`src/hw/rtl/rar_pkg.sv`:
```
// shared types and constants for the rational arithmetic reduction unit
package rar_pkg;

	// result field width
	localparam int RES_W = 33;

	// operation codes
	typedef enum logic [1:0] {
		FN_ADD = 2'd0,
		FN_SUB = 2'd1,
		FN_MUL = 2'd2,
		FN_DIV = 2'd3
	} rar_func_t;

	// classification flags passed from front to back with each item
	typedef struct packed {
		logic num_zero;
		logic den_zero;
	} rar_flags_t;

endpackage

```
`src/hw/rtl/rar_front.sv`:
```
// front part: accepts items, forms cross products and classifies them
module rar_front import rar_pkg::*; #(
	parameter int W = 16
) (
	input  logic                   clk,
	input  logic                   arst_n,
	input  logic                   in_valid,
	output logic                   in_stall,
	input  logic [1:0]             func,
	input  logic signed [W-1:0]    a_num,
	input  logic signed [W-1:0]    a_den,
	input  logic signed [W-1:0]    b_num,
	input  logic signed [W-1:0]    b_den,
	output logic                   push,
	input  logic                   q_full,
	output rar_flags_t             push_flags,
	output logic signed [2*W:0]    push_num,
	output logic signed [2*W-1:0]  push_den
);

	logic                  v_s1, v_s2, adv;
	rar_func_t             fn_s1, fn_s2;
	logic signed [W-1:0]   x1_s1, y1_s1, x2_s1, y2_s1, xd_s1, yd_s1;
	logic signed [2*W-1:0] p1_s2, p2_s2, pd_s2;
	logic signed [2*W:0]   num;

	// pipeline moves unless a finished item waits on a full queue
	assign adv      = !v_s2 || !q_full;
	assign in_stall = !adv;

	always_ff @(posedge clk or negedge arst_n) begin
		if (!arst_n) begin
			v_s1 <= 1'b0;
			v_s2 <= 1'b0;
		end else if (adv) begin
			v_s1 <= in_valid;
			v_s2 <= v_s1;
		end
	end

	// operand selection by operation
	always_ff @(posedge clk) begin
		if (adv) begin
			fn_s1 <= rar_func_t'(func);
			x1_s1 <= a_num;
			y1_s1 <= (rar_func_t'(func) == FN_MUL) ? b_num : b_den;
			x2_s1 <= b_num;
			y2_s1 <= a_den;
			xd_s1 <= a_den;
			yd_s1 <= (rar_func_t'(func) == FN_DIV) ? b_num : b_den;
		end
	end

	// three products in parallel
	always_ff @(posedge clk) begin
		if (adv) begin
			fn_s2 <= fn_s1;
			p1_s2 <= (2*W)'(x1_s1) * (2*W)'(y1_s1);
			p2_s2 <= (2*W)'(x2_s1) * (2*W)'(y2_s1);
			pd_s2 <= (2*W)'(xd_s1) * (2*W)'(yd_s1);
		end
	end

	// combine numerator terms and classify
	always_comb begin
		case (fn_s2)
			FN_ADD:  num = (2*W+1)'(p1_s2) + (2*W+1)'(p2_s2);
			FN_SUB:  num = (2*W+1)'(p1_s2) - (2*W+1)'(p2_s2);
			default: num = (2*W+1)'(p1_s2);
		endcase
	end

	assign push                = v_s2 && !q_full;
	assign push_num            = num;
	assign push_den            = pd_s2;
	assign push_flags.num_zero = (num == '0);
	assign push_flags.den_zero = (pd_s2 == '0);

endmodule

```
`src/hw/rtl/rar_queue.sv`:
```
// two-entry item queue between front and back
module rar_queue #(
	parameter int DW = 8
) (
	input  logic          clk,
	input  logic          arst_n,
	input  logic          push,
	input  logic [DW-1:0] wdata,
	output logic          full,
	input  logic          pop,
	output logic          avail,
	output logic [DW-1:0] rdata
);

	logic [DW-1:0] mem_q [2];
	logic          wp_q, rp_q;
	logic [1:0]    cnt_q;

	assign full  = (cnt_q == 2'd2);
	assign avail = (cnt_q != 2'd0);
	assign rdata = mem_q[rp_q];

	always_ff @(posedge clk) begin
		if (push) begin
			mem_q[wp_q] <= wdata;
		end
	end

	// pointers and fill count
	always_ff @(posedge clk or negedge arst_n) begin
		if (!arst_n) begin
			wp_q  <= 1'b0;
			rp_q  <= 1'b0;
			cnt_q <= 2'd0;
		end else begin
			if (push) wp_q <= !wp_q;
			if (pop)  rp_q <= !rp_q;
			cnt_q <= cnt_q + 2'(push) - 2'(pop);
		end
	end

endmodule

```
`src/hw/rtl/rar_back.sv`:
```
// back part: binary gcd, division by the gcd and result register
module rar_back import rar_pkg::*; #(
	parameter int W = 16
) (
	input  logic                     clk,
	input  logic                     arst_n,
	input  logic                     q_avail,
	output logic                     pop,
	input  rar_flags_t               q_flags,
	input  logic signed [2*W:0]      q_num,
	input  logic signed [2*W-1:0]    q_den,
	output logic                     out_valid,
	input  logic                     out_stall,
	output logic signed [RES_W-1:0]  res_num,
	output logic signed [RES_W-1:0]  res_den,
	output logic                     div_zero
);

	localparam int MW = 2 * W;
	localparam int KW = $clog2(MW + 1);
	localparam int CW = $clog2(MW);

	typedef enum logic [3:0] {
		ST_IDLE = 4'b0001,
		ST_GCD  = 4'b0010,
		ST_DIV  = 4'b0100,
		ST_DONE = 4'b1000
	} st_t;

	st_t             st_q;
	rar_flags_t      fl_q;
	logic            neg_n_q, neg_d_q, ov_q, load;
	logic [MW-1:0]   u_q, v_q, g_q, mn_q, md_q, rn_q, rd_q, d_uv;
	logic [KW-1:0]   k_q;
	logic [CW-1:0]   cnt_q;
	logic [MW:0]     rn_t, rd_t;
	logic [2*W:0]    abs_n;
	logic [2*W-1:0]  abs_d;
	logic signed [MW:0] sn, sd;

	assign abs_n = q_num[2*W] ? -q_num : q_num;
	assign abs_d = q_den[2*W-1] ? -q_den : q_den;
	assign pop   = (st_q == ST_IDLE) && q_avail;
	assign load  = (st_q == ST_DONE) && (!ov_q || !out_stall);
	assign d_uv  = (u_q >= v_q) ? (u_q - v_q) : (v_q - u_q);

	// restoring division trial values
	assign rn_t = {rn_q, mn_q[MW-1]};
	assign rd_t = {rd_q, md_q[MW-1]};

	// signed quotients
	assign sn = neg_n_q ? -$signed({1'b0, mn_q}) : $signed({1'b0, mn_q});
	assign sd = neg_d_q ? -$signed({1'b0, md_q}) : $signed({1'b0, md_q});

	// sequencer
	always_ff @(posedge clk or negedge arst_n) begin
		if (!arst_n) begin
			st_q <= ST_IDLE;
			ov_q <= 1'b0;
		end else begin
			if (load) ov_q <= 1'b1;
			else if (!out_stall) ov_q <= 1'b0;
			case (st_q)
				ST_IDLE: if (pop) begin
					st_q <= (q_flags.num_zero || q_flags.den_zero) ? ST_DONE : ST_GCD;
				end
				ST_GCD: if (u_q == '0 || v_q == '0) begin
					st_q <= ST_DIV;
				end
				ST_DIV: if (cnt_q == CW'(MW - 1)) begin
					st_q <= ST_DONE;
				end
				ST_DONE: if (load) begin
					st_q <= ST_IDLE;
				end
				default: st_q <= ST_IDLE;
			endcase
		end
	end

	// datapath
	always_ff @(posedge clk) begin
		case (st_q)
			ST_IDLE: begin
				fl_q    <= q_flags;
				neg_n_q <= q_num[2*W];
				neg_d_q <= q_den[2*W-1];
				u_q     <= MW'(abs_n);
				v_q     <= abs_d;
				mn_q    <= MW'(abs_n);
				md_q    <= abs_d;
				k_q     <= '0;
			end
			ST_GCD: begin
				// one binary gcd step
				if (u_q == '0 || v_q == '0) begin
					g_q   <= MW'((u_q | v_q) << k_q);
					rn_q  <= '0;
					rd_q  <= '0;
					cnt_q <= '0;
				end else if (!u_q[0] && !v_q[0]) begin
					u_q <= u_q >> 1;
					v_q <= v_q >> 1;
					k_q <= k_q + 1'b1;
				end else if (!u_q[0]) begin
					u_q <= u_q >> 1;
				end else if (!v_q[0]) begin
					v_q <= v_q >> 1;
				end else if (u_q >= v_q) begin
					u_q <= d_uv >> 1;
				end else begin
					v_q <= d_uv >> 1;
				end
			end
			ST_DIV: begin
				// one quotient bit per lane
				cnt_q <= cnt_q + 1'b1;
				if (rn_t >= {1'b0, g_q}) begin
					rn_q <= MW'(rn_t - {1'b0, g_q});
					mn_q <= {mn_q[MW-2:0], 1'b1};
				end else begin
					rn_q <= MW'(rn_t);
					mn_q <= {mn_q[MW-2:0], 1'b0};
				end
				if (rd_t >= {1'b0, g_q}) begin
					rd_q <= MW'(rd_t - {1'b0, g_q});
					md_q <= {md_q[MW-2:0], 1'b1};
				end else begin
					rd_q <= MW'(rd_t);
					md_q <= {md_q[MW-2:0], 1'b0};
				end
			end
			default: begin
			end
		endcase
	end

	// result register
	always_ff @(posedge clk) begin
		if (load) begin
			if (fl_q.den_zero) begin
				res_num  <= '0;
				res_den  <= '0;
				div_zero <= 1'b1;
			end else if (fl_q.num_zero) begin
				res_num  <= '0;
				res_den  <= RES_W'(1);
				div_zero <= 1'b0;
			end else begin
				res_num  <= RES_W'(sn);
				res_den  <= RES_W'(sd);
				div_zero <= 1'b0;
			end
		end
	end

	assign out_valid = ov_q;

endmodule

```
`src/hw/rtl/rational_arith_reduce_unit.sv`:
```
// rational arithmetic with reduction to lowest terms, top level
// throughput is set by the gcd and divider sequencer of the back part, which takes a new
// item only when idle; front and two-entry queue run ahead of it
// items with a zero combined numerator or denominator skip gcd and division
// reset: asynchronous, active low, clears valid flags, queue count and sequencer state
module rational_arith_reduce_unit import rar_pkg::*; #(
	parameter int OPERAND_WIDTH = 16
) (
	input  logic                             clk,
	input  logic                             arst_n,
	input  logic                             in_valid,
	output logic                             in_stall,
	input  logic [1:0]                       func,
	input  logic signed [OPERAND_WIDTH-1:0]  a_num,
	input  logic signed [OPERAND_WIDTH-1:0]  a_den,
	input  logic signed [OPERAND_WIDTH-1:0]  b_num,
	input  logic signed [OPERAND_WIDTH-1:0]  b_den,
	output logic                             out_valid,
	input  logic                             out_stall,
	output logic signed [RES_W-1:0]          res_num,
	output logic signed [RES_W-1:0]          res_den,
	output logic                             div_zero
);

	localparam int W  = OPERAND_WIDTH;
	localparam int DW = $bits(rar_flags_t) + (2*W + 1) + 2*W;

	logic                 push, q_full, q_avail, pop;
	rar_flags_t           push_flags, q_flags;
	logic signed [2*W:0]  push_num, q_num;
	logic signed [2*W-1:0] push_den, q_den;
	logic [DW-1:0]        q_rdata;

	// classification and products
	rar_front #(.W(W)) u_front (
		.clk        (clk),
		.arst_n     (arst_n),
		.in_valid   (in_valid),
		.in_stall   (in_stall),
		.func       (func),
		.a_num      (a_num),
		.a_den      (a_den),
		.b_num      (b_num),
		.b_den      (b_den),
		.push       (push),
		.q_full     (q_full),
		.push_flags (push_flags),
		.push_num   (push_num),
		.push_den   (push_den)
	);

	// decoupling queue
	rar_queue #(.DW(DW)) u_queue (
		.clk    (clk),
		.arst_n (arst_n),
		.push   (push),
		.wdata  ({push_flags, push_num, push_den}),
		.full   (q_full),
		.pop    (pop),
		.avail  (q_avail),
		.rdata  (q_rdata)
	);

	assign {q_flags, q_num, q_den} = q_rdata;

	// reduction
	rar_back #(.W(W)) u_back (
		.clk       (clk),
		.arst_n    (arst_n),
		.q_avail   (q_avail),
		.pop       (pop),
		.q_flags   (q_flags),
		.q_num     (q_num),
		.q_den     (q_den),
		.out_valid (out_valid),
		.out_stall (out_stall),
		.res_num   (res_num),
		.res_den   (res_den),
		.div_zero  (div_zero)
	);

endmodule

```
`config.mk`:
```
export PLATFORM = sky130hd
export DESIGN_NAME = rational_arith_reduce_unit
export DESIGN_NICKNAME = d
export VERILOG_FILES = /design/src/hw/rtl/rar_pkg.sv /design/src/hw/rtl/rar_front.sv /design/src/hw/rtl/rar_queue.sv /design/src/hw/rtl/rar_back.sv /design/src/hw/rtl/rational_arith_reduce_unit.sv
export SDC_FILE = /design/constraint.sdc
export NUM_CORES = 2
export LEC_CHECK = 0
export BUFFER_PORTS_ARGS = -buffer_cell sky130_fd_sc_hd__buf_2
export CAP_MARGIN = 30
export CORE_MARGIN = 1.5
export CORE_UTILIZATION = 57
export CTS_BUF_LIST = sky130_fd_sc_hd__clkbuf_8
export DETAILED_ROUTE_END_ITERATION = 6
export GPL_ROUTABILITY_DRIVEN = 1
export PLACE_DENSITY = 0.73
export REMOVE_ABC_BUFFERS = 1
export SYNTH_ARGS = -nofsm -noshare
export SYNTH_HDL_FRONTEND = slang
export SYNTH_SLANG_ARGS = --single-unit
```
`constraint.sdc`:
```
create_clock -name clk -period 13.03 [get_ports clk]
set_input_delay 0.6515 -clock clk [delete_from_list [all_inputs] [get_ports clk]]
set_output_delay 0.6515 -clock clk [all_outputs]
set_load 0.1 [all_outputs]
```
# Yosys cells after proc, flatten, opt, wreduce, memory -nomap -nowiden
# Memory sizes are Yosys's and may differ from the RTL's.
# Cells that the tools add are included.
[word_totals] ff_bits=497 ramBits=134 inputBits=70 wordCells=166 n_memories=1
[op_classes] n_addsub=14 multipliers=3 order_cmp=3 eq_ne=20 n_shift=1 mux=46 bitwise_logic=3 n_reduce_logical=37
[mem_list] name="u_queue.mem_q" depth=2 width=67 read_ports=1 rd_ports_with_merged_regs=0 write_ports=1 line_no="rar_queue.sv:15" text="logic [DW-1:0] mem_q [2];"
[op_table] operator="32-bit 2-to-1 mux" n=18
[op_table] operator="32-bit case mux with 2 select lines" n=6
[op_table] operator="32-bit subtractor" n=4
[op_table] operator="32-bit zero test" n=3
[op_table] operator="16-bit by 16-bit multiplier with 32-bit output" n=3
[op_table] operator="33-bit by 32-bit >= comparator with 1-bit output" n=2
[op_table] operator="32-bit negation with 33-bit output" n=2
[op_table] operator="33-bit case mux with 2 select lines" n=1
[op_table] operator="32-bit negation" n=2
[op_table] operator="32-bit by 32-bit adder with 33-bit output" n=1
[op_table] operator="33-bit zero test" n=1
[op_table] operator="32-bit by 32-bit subtractor with 33-bit output" n=1
[op_table] operator="32-bit >= comparator" n=1
[op_table] operator="16-bit 2-to-1 mux" n=2
[op_table] operator="32-bit OR" n=1
[op_table] operator="32-bit by 6-bit left shift with 32-bit output" n=1
[op_table] operator="4-bit 2-to-1 mux" n=5
[op_table] operator="4-bit case mux with 4 select lines" n=1
[op_table] operator="6-bit 2-to-1 mux" n=2
[op_table] operator="4-bit inequality test (second input constant)" n=3
[op_table] operator="6-bit case mux with 2 select lines" n=1
[op_table] operator="4-bit AND reduction" n=3
[op_table] operator="2-bit by 1-bit inequality test with 1-bit output (second input constant)" n=5
[op_table] operator="5-bit case mux with 2 select lines" n=1
[op_table] operator="other kinds (25)" n=57

# Longest topological paths before layout
[depth] depth_word=8 depth_mapped=26

# Modules after synthesis
# From an unflattened synthesis, not the netlist that was laid out.
[unflattened] cells_unflattened=6731 hier_area_um2=67703.7
[modules_own_cells] module="rar_front" n_inst=1 cells_per_inst=3918 area_each_um2=38321.8 seq_area_each_um2=5455.2
[modules_own_cells] module="rar_back" n_inst=1 cells_per_inst=2589 area_each_um2=24257.0 seq_area_each_um2=9315.2
[modules_own_cells] module="rar_queue" n_inst=1 cells_per_inst=224 area_each_um2=5124.9 seq_area_each_um2=4124.0

# Worst setup path before layout
# No wires, ideal clock.
[synth_timing] path_kind="register to output" from="reg u_queue.cnt_q[0]" to="out in_stall" t_arrival_ns=7.392 slack_ns=4.987 stages_incl_launch_ff=4 cell_sequence="dfrtp_1 > inv_1 > nand3_1 > inv_1"
[synth_between] elab_chain_cells=4
[synth_rtl] item="from (decl)" line_no="rar_queue.sv:17" text="logic [1:0] cnt_q;"
[synth_rtl] item="from (signal assigned)" line_no="rar_queue.sv:38" text="cnt_q <= cnt_q + 2'(push) - 2'(pop);"
[synth_rtl] item="2-bit equality test" line_no="rar_queue.sv:19" text="assign full = (cnt_q == 2'd2);"
[synth_rtl] item="1-bit zero test" line_no="rar_front.sv:28" text="assign adv = !v_s2 || !q_full;"
[synth_rtl] item="1-bit logical OR" line_no="rar_front.sv:28"
[synth_rtl] item="1-bit zero test" line_no="rar_front.sv:29" text="assign in_stall = !adv;"
[synth_rtl] item="to (decl)" line_no="rational_arith_reduce_unit.sv:12" text="output logic in_stall,"
# No other way between the ends.

# Worst setup path after layout
[layout_timing] from="reg u_front.x1_s1[6]" to="reg u_front.p1_s2[31], data pin"
[layout_between] elab_chain_cells=1
[layout_rtl] item="from (decl)" line_no="rar_front.sv:23" text="logic signed [W-1:0] x1_s1, y1_s1, x2_s1, y2_s1, xd_s1, yd_s1;"
[layout_rtl] item="from (signal assigned)" line_no="rar_front.sv:45" text="x1_s1 <= a_num;"
[layout_rtl] item="16-bit by 16-bit multiplier with 32-bit output" line_no="rar_front.sv:58" text="p1_s2 <= (2*W)'(x1_s1) * (2*W)'(y1_s1);"
[layout_rtl] item="to (signal assigned)" line_no="rar_front.sv:58"
[layout_rtl] item="to (decl)" line_no="rar_front.sv:24" text="logic signed [2*W-1:0] p1_s2, p2_s2, pd_s2;"
# No other way between the ends.
# A chain may end at the register's enable or synchronous reset.

==> flow_summary.ini <==
[run_status]
status = finished, final reports clean

[cts]
cts_max_level = 3
cts_sinks = 631
cts_setup_buffers = 0
clock_path_buffers = 3
clock_latency_ns = 0.88
cts.repair.resized = 0
clkTransAtPathRegs_ns = 0.06
cts_buffers = 111
cts_root_buf = clkbuf_8
cts_tree = yes
hold_buffers = 52

[final_layout]
reg_top3 = u_queue.mem_q: 134 flops, u_back.res_den: 33 flops, u_back.res_num: 33 flops
final_cell_mix = 1,071 x inv_1, 791 x fa_1, 668 x nand2_1, 620 x edfxtp_1, 448 x ha_1
regMostFlops = u_queue.mem_q
area_growth_pct = 7.26
multi_input_area_um2 = 43600
largest_reg_flops = 134
design_area_um2 = 72300
regArea_um2 = 18900
layout_commonest_cell = inv_1
finish.utilization_pct = 61.9
drive_gt1_share_pct = 6.91
nFillCells = 9643
layout.nets = 8220

[logic_synthesis]
avgSynthCellArea_um2 = 9.89
synth_seq_cells = 631
synth_edf_count = 620
synth_top_cell_area_share_pct = 27.6
yosysTopAreaCell = edfxtp_1
synthTopCellsByArea = edfxtp_1 28%, fa_1 23%, ha_1 8.3%
yosysWarnings = 0
ys_async_sr_fraction_pct = 1.74
synth-seq-area-share_pct = 28.0
syn-cell-area_um2 = 67400
synth_cell_types = 96
syn_inst = 6815
ys.flop_type = edfxtp_1

[setup_path]
cp_data_required_time_ns = 13.60
crit_type = flop to flop
r2r_cells = 23
path_buf_inv = 4
path_depth = 23
start_kind = flop
critPathMaxFanout = 16
crit_family = adder cells
end_kind = flop
slowest_delay_ns = 0.67
crit_slowest_cell = edfxtp_1
crit_chain = and2_1, fa_1, inv_1, fa_1, inv_1, fa_1, inv_1, fa_1, inv_1, fa_1, fa_1, ha_1, and2_1, and4_1, a31oi_1, a41oi_1, o21ai_1, a211oi_1, o32a_1, o21a_1, a221o_1, a21oi_1, xnor2_1
cp.arrival_ns = 7.95
cp_common_cell = fa_1

[timing]
slew_headroom_pct = 33.2
finalSetupViolCount = 0
drv_slew = 0
fin_crit_ns = 7.37
fmaxAchievable_mhz = 136
rsz0062_at_grt = false
hold_slack_ns = 0.113
timing.final.crit_share_pct = 56.6
fin_worst_skew_ns = 0.0632
final_hold_viol_count = 0
tightest_slew_ns = 0.993
fin_tns_setup_ns = 0

[die]
fp.dieW_um = 347
core_um2 = 117000
ios = 139
die-area_um2 = 120000
start_util_pct = 57.8
fp.dieH_um = 347
rows = 125

[global_routing]
grt_pass1_wl_um = 277000
grt_antenna_before_repair = 3
overflow = 0
grt_start_max_net_pins = 108
first_global_vias = 50900
grt_usage_pct = 29.4

[placed_design]
io_buffers = 138
gp_congestion = 1.01
dpl.hpwl_um = 136000
dpl_cell_area_um2 = 69400

[drt]
routed_wl_um = 175000
wl_per_cell_um = 20.5
vias_per_cell = 5.81
drt_iter0_markers = 3809
drc = 0
vias = 49600
top_layer = met4
drtAntennaViolNets = 0
met3_length_um = 10000
first_pass_iters = 6
wl_met2_um = 84000
wl_met1_um = 69500

[worst_hold_path]
holdPathStages = 3
hold_path_class = input pin to flop

[flow_run]
maxCapViolations = 0
==> stage by stage <==
step	instances	worst slack [ns]
global route	8529	5.38
floorplan	6548	4.17
detailed placement	8266	5.73
global placement	8265	5.84
CTS	8522	5.67
finish	8529	5.66
==> logic make-up (layout without fill, tap and decap cells) <==
logic type | count (synthesis) | in the layout | synth area share [%]
simple gates | 1968 | 1968 | 14.1
buf+inv | 1313 | 1500 | 7.37
fa+ha+maj | 1239 | 1239 | 31.8
compound gates | 1093 | 1093 | 10.5
flops | 631 | 631 | 28.0
xor+xnor | 388 | 388 | 5.04
mux | 183 | 183 | 3.08
other cells | 0 | 3 | 0
==> worst reg2reg max path: stages (launching register included) <==
cell and delay (ns):
edfxtp_1 0.67, and2_1 0.31, fa_1 0.50, inv_1 0.05, fa_1 0.50, inv_1 0.06
fa_1 0.50, inv_1 0.06, fa_1 0.54, inv_1 0.05, fa_1 0.51, fa_1 0.43
ha_1 0.35, and2_1 0.19, and4_1 0.20, a31oi_1 0.20, a41oi_1 0.24, o21ai_1 0.34
a211oi_1 0.16, o32a_1 0.42, o21a_1 0.22, a221o_1 0.32, a21oi_1 0.18, xnor2_1 0.08
==> cell usage after synthesis, types with 31 or more instances <==
master	n
inv_1	1035
fa_1	791
nand2_1	669
edfxtp_1	620
ha_1	448
nor2_1	434
and2_1	357
a21oi_1	327
o21ai_0	237
xnor2_1	230
clkbuf_1	227
xor2_1	158
mux2i_1	106
nor3_1	95
a21o_1	83
nand2b_1	78
nand3_1	68
mux2_2	63
nor4_1	52
a211oi_1	51
o31ai_1	41
a221oi_1	40
nor2b_1	38
o21bai_1	32
a31oi_1	31
or3_1	31
==> path summary, 6_finish.rpt <==
path                                      startpoint              endpoint  slack, ns
min in group asynchronous                     arst_n      u_queue.cnt_q[0]       0.21
max in group asynchronous                     arst_n        u_back.st_q[0]      12.49
worst max-delay path                u_front.x1_s1[6]     u_front.p1_s2[31]       5.66
worst min-delay path                       out_stall      u_back.out_valid       0.11
worst min register to register  u_front.push_den[17]  u_queue.mem_q[0][17]       0.45
worst max register to register      u_front.x1_s1[6]     u_front.p1_s2[31]       5.66
==> cell type report <==
type / count / area share, %
Antenna cell: 3 / 0.0104
Clock buffer: 111 / 2.11
Clock inverter: 93 / 0.956
Inverter: 1046 / 5.43
Multi-Input combinational cell: 4871 / 60.3
Sequential cell: 631 / 26.1
Tap cell: 1524 / 2.64
Timing Repair Buffer: 250 / 2.38
==> layer usage <==
| metal | vias to the layer above | global-route usage [%] |
|---|---|---|
| li1 | 22900 | - |
| met4 | 0 | 17.0 |
| met2 | 1710 | 49.3 |
| met5 | - | 0 |
| met1 | 24500 | 36.4 |
| met3 | 477 | 4.24 |
Power is left out: the tool's default activity adds up to more than one toggle a clock period on the data nets, which glitch-free logic cannot reach.
